**src/design/pip_pkg.sv**
```systemverilog
// Package for the point-in-polygon test block: sizes, stream packing and the
// structs that pass between the vertex cells, the edge unit and the top level.
// No dependencies.
`timescale 1ns / 1ps

package pip_pkg;

    // Table size and coordinate width.
    localparam int MAX_VERTICES = 64;
    localparam int COORD_BITS   = 16;

    // Derived widths.
    localparam int IDX_W  = $clog2(MAX_VERTICES);
    localparam int CNT_W  = $clog2(MAX_VERTICES + 1);
    localparam int DIFF_W = COORD_BITS + 1;
    localparam int PROD_W = 2 * DIFF_W + 1;

    // Stream packing.
    localparam int VTOTAL_W     = 7;
    localparam int IN_DATA_W    = ((2 * COORD_BITS + 7) / 8) * 8;
    localparam int IN_USER_W    = 2;
    localparam int OUT_FIELDS_W = 2 + VTOTAL_W;
    localparam int OUT_DATA_W   = ((OUT_FIELDS_W + 7) / 8) * 8;

    // Request kinds carried in the low tuser bit.
    localparam logic KIND_APPEND = 1'b0;
    localparam logic KIND_QUERY  = 1'b1;

    // Control for one vertex cell: shift is common to all cells, write is per cell.
    typedef struct packed {
        logic shift;    // take the neighbor's vertex
        logic write;    // take the appended vertex
    } cell_ctrl_t;

    // One edge to test against the query point: cx,cy is vertex i, jx,jy is vertex i-1.
    typedef struct packed {
        logic                  valid;
        logic [COORD_BITS-1:0] px;
        logic [COORD_BITS-1:0] py;
        logic [COORD_BITS-1:0] cx;
        logic [COORD_BITS-1:0] cy;
        logic [COORD_BITS-1:0] jx;
        logic [COORD_BITS-1:0] jy;
    } edge_req_t;

endpackage

```
**src/design/pip_edge.sv**
```systemverilog
// Pipelined crossing test of one polygon edge against the query point.
// Stage one forms the differences, stage two the two cross products; the
// compare after stage two drives the parity toggle. Depends on pip_pkg.
`timescale 1ns / 1ps

module pip_edge
(
    input  logic                clk,
    input  logic                rst_n,
    input  pip_pkg::edge_req_t  req,
    output logic                toggle
);

    logic                               s1_valid_reg;
    logic                               s1_valid_next;
    logic signed [pip_pkg::DIFF_W-1:0]  dx_reg;
    logic signed [pip_pkg::DIFF_W-1:0]  dy_reg;
    logic signed [pip_pkg::DIFF_W-1:0]  a_reg;
    logic signed [pip_pkg::DIFF_W-1:0]  b_reg;
    logic signed [pip_pkg::DIFF_W-1:0]  dx_next;
    logic signed [pip_pkg::DIFF_W-1:0]  dy_next;
    logic signed [pip_pkg::DIFF_W-1:0]  a_next;
    logic signed [pip_pkg::DIFF_W-1:0]  b_next;

    logic                               s2_valid_reg;
    logic                               dy_pos_reg;
    logic signed [pip_pkg::PROD_W-1:0]  p1_reg;
    logic signed [pip_pkg::PROD_W-1:0]  p2_reg;
    logic signed [pip_pkg::PROD_W-1:0]  p1_next;
    logic signed [pip_pkg::PROD_W-1:0]  p2_next;
    logic                               dy_pos_next;

    logic signed [pip_pkg::DIFF_W-1:0]  px_s;
    logic signed [pip_pkg::DIFF_W-1:0]  py_s;
    logic signed [pip_pkg::DIFF_W-1:0]  cx_s;
    logic signed [pip_pkg::DIFF_W-1:0]  cy_s;
    logic signed [pip_pkg::DIFF_W-1:0]  jx_s;
    logic signed [pip_pkg::DIFF_W-1:0]  jy_s;

    always_comb
    begin
        px_s = pip_pkg::DIFF_W'($signed(req.px));
        py_s = pip_pkg::DIFF_W'($signed(req.py));
        cx_s = pip_pkg::DIFF_W'($signed(req.cx));
        cy_s = pip_pkg::DIFF_W'($signed(req.cy));
        jx_s = pip_pkg::DIFF_W'($signed(req.jx));
        jy_s = pip_pkg::DIFF_W'($signed(req.jy));
        // Only edges that straddle the query y can produce a crossing.
        s1_valid_next = req.valid && ((cy_s > py_s) != (jy_s > py_s));
        dx_next = jx_s - cx_s;
        dy_next = jy_s - cy_s;
        a_next  = px_s - cx_s;
        b_next  = py_s - cy_s;
    end

    always_comb
    begin
        p1_next     = pip_pkg::PROD_W'(a_reg) * pip_pkg::PROD_W'(dy_reg);
        p2_next     = pip_pkg::PROD_W'(dx_reg) * pip_pkg::PROD_W'(b_reg);
        dy_pos_next = (dy_reg > 0);
    end

    always_ff @(posedge clk or negedge rst_n)
    begin
        if (!rst_n)
        begin
            s1_valid_reg <= 1'b0;
            s2_valid_reg <= 1'b0;
        end
        else
        begin
            s1_valid_reg <= s1_valid_next;
            s2_valid_reg <= s1_valid_reg;
        end
    end

    always_ff @(posedge clk)
    begin
        dx_reg     <= dx_next;
        dy_reg     <= dy_next;
        a_reg      <= a_next;
        b_reg      <= b_next;
        p1_reg     <= p1_next;
        p2_reg     <= p2_next;
        dy_pos_reg <= dy_pos_next;
    end

    // The point is left of the crossing when (px-cx) < dx*(py-cy)/dy; multiplying
    // through by dy flips the compare when dy is negative.
    assign toggle = s2_valid_reg && (dy_pos_reg ? (p1_reg < p2_reg) : (p2_reg < p1_reg));

endmodule

```
**config.mk**
```make
export PLATFORM = sky130hd
export DESIGN_NAME = pip_edge
export DESIGN_NICKNAME = d
export VERILOG_FILES = /design/src/design/pip_pkg.sv /design/src/design/pip_edge.sv
export SDC_FILE = /design/constraint.sdc
export NUM_CORES = 2
export LEC_CHECK = 0
export ABC_AREA = 1
export BUFFER_PORTS_ARGS = -buffer_cell sky130_fd_sc_hd__buf_4
export CAP_MARGIN = 20
export CORE_MARGIN = 2
export CORE_UTILIZATION = 65
export CTS_CLUSTER_DIAMETER = 120
export CTS_CLUSTER_SIZE = 28
export DETAILED_ROUTE_END_ITERATION = 10
export GPL_TIMING_DRIVEN = 0
export PLACE_DENSITY_LB_ADDON = 0.08
export SLEW_MARGIN = 20
export SYNTH_ARGS = -nofsm -noshare
export SYNTH_HDL_FRONTEND = slang
export SYNTH_SLANG_ARGS = --single-unit
```
**constraint.sdc**
```tcl
create_clock -name clk -period 6.02 [get_ports clk]
set_input_delay 0 -clock clk [delete_from_list [all_inputs] [get_ports clk]]
set_output_delay 0 -clock clk [all_outputs]
set_load 0.03 [all_outputs]
```
== Yosys cells after proc, flatten, opt, wreduce, memory -nomap -nowiden ==
Index checks and enable logic that the tools add are counted.
W data, S select, Z words.

* Flip-flop bits (word level): 139
* Input port bits: 99
* Output and inout port bits: 1
* Logic and storage cells: 24

* Add/sub/neg operators: 4
* Multiply operators: 2
* Order comparisons: 5
* Equality and inequality tests: 1
* Multiplexer cells: 1
* Reduce and logical (&&, ||, !) cells: 2

{| class="wikitable"
|+ Operators by type and width
! operator !! count
|-
| $lt A34 B34 Y1 || 2
|-
| $mul A17 B17 Y34 || 2
|-
| $sub A16 B16 Y17 || 4
|-
| $gt A16 B16 Y1 || 2
|-
| $gt A17 B1 Y1 const B || 1
|-
| $logic_and A1 B1 Y1 || 2
|-
| $mux W1 || 1
|-
| $ne A1 B1 Y1 || 1
|}

== Logic depth before layout (Yosys ltp) ==
* Word-level depth: 3
* Gate-level depth with buffers: 30

== Worst setup path before layout ==
No wires, ideal clock.

* Path kind: flip-flop to flip-flop
* Start: reg dx_reg[16] in the netlist's numbering
* End: reg p2_reg[33] (netlist name)
* Arrival time: 5.430 ns
* Data required time: 5.908 ns
* Setup slack: 0.478 ns
* Stages on the path, launching flop included: 24
* Buffers on the path: 2
* Clock period less this slack: 5.542 ns
* Cell sequence: dfxtp_1 clkbuf_1 clkbuf_1 nand2_1 inv_1 fa_1 fa_1 fa_1 fa_1 fa_1 inv_1 fa_1 inv_1 ha_1 nand2_1 nor2_1 inv_1 nor2_1 inv_1 o21ai_0 o21bai_1 inv_1 nand2_1 nand2_1

* Word-level cells in the longest chain between the ends: 1

{| class="wikitable"
|+ Ends and longest elaborated chain
! what !! RTL line !! source
|-
| start, declared || pip_edge.sv:16 || <nowiki>logic signed [pip_pkg::DIFF_W-1:0] dx_reg;</nowiki>
|-
| start signal, assigned || pip_edge.sv:79 || <nowiki>dx_reg <= dx_next;</nowiki>
|-
| $mul A17 B17 Y34 || pip_edge.sv:59 || <nowiki>p2_next = pip_pkg::PROD_W'(dx_reg) * pip_pkg::PROD_W'(b_reg);</nowiki>
|-
| named net p2_next, one bit || pip_edge.sv:30 || <nowiki>logic signed [pip_pkg::PROD_W-1:0] p2_next;</nowiki>
|}

The timed path passes the listed nets, and every way through them passes these cells.

== Worst setup path after layout ==
* Start: reg dy_reg[8] in the netlist's numbering
* End: reg p1_reg[26] in the netlist's numbering

* Word-level cells in the longest chain between the ends: 1

{| class="wikitable"
|+ Ends and longest elaborated chain
! what !! RTL line !! source
|-
| start, declared || pip_edge.sv:17 || <nowiki>logic signed [pip_pkg::DIFF_W-1:0] dy_reg;</nowiki>
|-
| start signal, assigned || pip_edge.sv:80 || <nowiki>dy_reg <= dy_next;</nowiki>
|-
| $mul A17 B17 Y34 || pip_edge.sv:58 || <nowiki>p1_next = pip_pkg::PROD_W'(a_reg) * pip_pkg::PROD_W'(dy_reg);</nowiki>
|-
| named net p1_next, one bit || pip_edge.sv:29 || <nowiki>logic signed [pip_pkg::PROD_W-1:0] p1_next;</nowiki>
|-
| end signal, assigned || pip_edge.sv:83 || <nowiki>p1_reg <= p1_next;</nowiki>
|-
| end, declared || pip_edge.sv:27 || <nowiki>logic signed [pip_pkg::PROD_W-1:0] p1_reg;</nowiki>
|}

The timed path passes the listed nets, and every way through them passes these cells.

==> run metrics <==
share of the synthesized area in the top cell type=0.397; HP Class=primary input to register; DR vias/cell=5.27; CTS root buf=clkbuf_16; cell mode on critical path=fa_1; hold endpoint=b_reg[12]; Starting Density=0.660; hold path cells=3; Top FF cell, synth=dfxtp_1; yosys warns=0; Register Area=0.00290 mm2; Die W=219 um; Largest stage delay, worst path=540 ps; Yosys top cell by area=fa_1; Slew Viols, Final=0; share of cells above drive strength 1=0.0793; mean post-synth cell area=7.97 um2; Yosys reg bits=139; worst hold slack=22.0 ps; worst path required time=6380 ps; Setup Viol. Count Final=0; asr flop ratio synth=0.0144; ANT cells=0; initial drt markers=1,939; cell types occupying the most area after synthesis=fa_1 40%, inv_1 14%, ha_1 12%, nand2_1 10%, dfxtp_1 9.1%; fin crit share=0.971; Port Buf Inserts=99; reg2reg path depth=20; skew final=between 6 and 7 ps; r2r startpoint=dy_reg[8]; initial antenna violation count=2; Worst setup EP type=register; global-route wire length before repair=130,000 um; TritonRoute pass-1 iters=6; Detailed Place HPWL=67,400 um; wire per inst=approximately 18 um; RePlAce Congestion=0.997; DRC Markers=0; Post-Synthesis Cells=3,774; Post-synth EDFFs=0; CTS Buf Count=17; count leader, synth=inv_1; grt ovf=0; Post-Route WL=79,600 um; Final ANT Viol Nets=0; CP Max Fanout=10; Slowest-stage cell, CP=fa_1; FP Rows=78; synth cell count leaders=1,108 x inv_1, 832 x nand2_1, 596 x fa_1; largest net degree at the start of global routing=17; outcome=complete, no violations; Worst setup SP type=register; hold_sp=req[76]; Setup Crit Path Kind=register to register; die area=0.0480 mm2; Total GRT Usage=0.359; Syn Nets=4,754; Worst-Margin Slew=846 ps; CTS tree=done; Reg2Reg Capture Point=p1_reg[26]; CTS H-tree depth=4; flop2flop setup slack=roughly 180 ps; footprint of the multi-input gates=0.0227 mm2; fillcell total=approximately 3.7k; post-synthesis cell type count=45; CP Cell Sequence=buf_4 > nand2_1 > fa_1 > inv_1 > fa_1 > inv_1 > fa_1 > inv_1 > fa_1 > fa_1 > inv_1 > fa_1 > inv_1 > ha_1 > a21oi_1 > o21ai_0 > a21oi_1 > nand3_1 > a21oi_1 > xnor2_2; area grow syn2layout=9.85%; crit path DAT=6210 ps; Final Hold Fails=0; highest clock rate=about 170 MHz; worst-skew pair later-pin latency=approximately 470 ps; CTS sink count=139; Via Count=23.8k; clk buf depth=2; max-cap check violation count=0; Slew HR=0.432; number of global-route vias before repair=between 20k and 30k; # IOs=100; die height=219 um; Layout Nets=4,877; post-synthesis sequential area ratio=0.0928; post-synthesis instance area=0.0301 mm2; Core ar.=0.0456 mm2; clock transition at the registers of the reported paths=60 ps; Final min period=5840 ps
[layout by cell type (no fill, tap or decap), types with 10 or more instances in the layout]
cell | Yosys | final
dfxtp_4 | 0 | 19
nand2_1 | 832 | 831
o21bai_1 | 13 | 13
dfxtp_2 | 0 | 31
clkbuf_4 | 0 | 13
ha_1 | 285 | 281
a21oi_1 | 141 | 139
clkbuf_16 | 0 | 17
nand3_1 | 69 | 68
nor3_1 | 18 | 17
fa_1 | 596 | 584
o21ai_0 | 51 | 51
nand4_1 | 15 | 15
inv_1 | 1108 | 1108
nor4_1 | 10 | 10
xor2_1 | 79 | 79
xnor2_1 | 46 | 45
fa_2 | 0 | 12
a21o_1 | 15 | 15
dfxtp_1 | 137 | 87
nor2_1 | 137 | 133
buf_4 | 0 | 113
clkbuf_2 | 0 | 29
dlygate4sd3_1 | 0 | 66
[how the worst max path moves through the flow]
stage | from | end | slack [ps] | cells past startpoint
after detailed placement | dy_reg[6] | p1_reg[33] | -1140 | 23
after global placement | dy_reg[6] | p1_reg[33] | -1050 | 23
after CTS | dy_reg[3] | p1_reg[33] | -50 | 22
final | dy_reg[8] | p1_reg[26] | 180 | 20
after floorplan | dx_reg[16] | p2_reg[33] | 480 | 23
after global routing | b_reg[6] | p2_reg[33] | -10 | 23
[kinds of logic (layout without fill, tap and decap cells)]
| family | after synthesis | count (layout) | synth area share |
|---|---|---|---|
| AOI/OAI and AO/OA | 277 | 277 | 0.0532 |
| buffers and inverters | 1243 | 1379 | 0.155 |
| xor gates and xnor gates | 125 | 125 | 0.0364 |
| adders and majority gates | 881 | 881 | 0.515 |
| DFF | 139 | 139 | 0.0928 |
| and+or+nand+nor | 1109 | 1109 | 0.147 |
[per-layer routing]
metal / track usage / share of wire / vias up
met3: 0.0877 / 0.095 / 203
li1: - / - / 11200
met1: 0.449 / 0.39 / 11400
met2: 0.604 / 0.47 / 1005
met5: 0 / 0.00038 / -
met4: 0.140 / 0.042 / 4
[layout make-up]
class | instances | share of cell area
multi-input cells | 2392 | 0.688
repair buffers | 170 | 0.0444
inverters | 1109 | 0.126
well taps | 600 | 0.0227
plain buffers | 68 | 0.0121
flip-flops and latches | 139 | 0.0878
clock inverters | 10 | 0.00488
clock buffers | 22 | 0.0147
[per-stage QoR]
| step | instance area [um2] | instances | utilization | setup slack, ps | setup TNS, ps |
|---|---|---|---|---|---|
| 4_1_cts | 32900 | 4529 | 0.723 | -47.6 | -47.6 |
| 2_1_floorplan | 30100 | 3774 | - | 478 | 0 |
| 5_1_grt | 33100 | 4510 | 0.725 | -14.9 | -14.9 |
| 3_3_place_gp | 31600 | 4473 | 0.693 | -1050 | -14080 |
| 3_5_place_dp | 31600 | 4473 | 0.693 | -1140 | -15520 |
| 6_report | 33100 | 4510 | 0.725 | 176 | 0 |
[worst max-delay path, delay by kind of cell (launching register included)]
kind            cells  cell delay [ps]
flops               1              490
buf+inv             6              520
compound gates      4              830
fa+ha+maj           7             3440
xor+xnor            1              190
simple gates        2              270
[repair_timing]
item,in CTS,in global routing
pin swaps,2,3
hold endpoints to repair,66,0
setup endpoints to repair,36,31
resized for setup,108,117
setup buffers,3,2
hold buffers,66,0
Power is not shown: default switching activity piles up to over one toggle a cycle in this logic, so the estimate is an artifact.
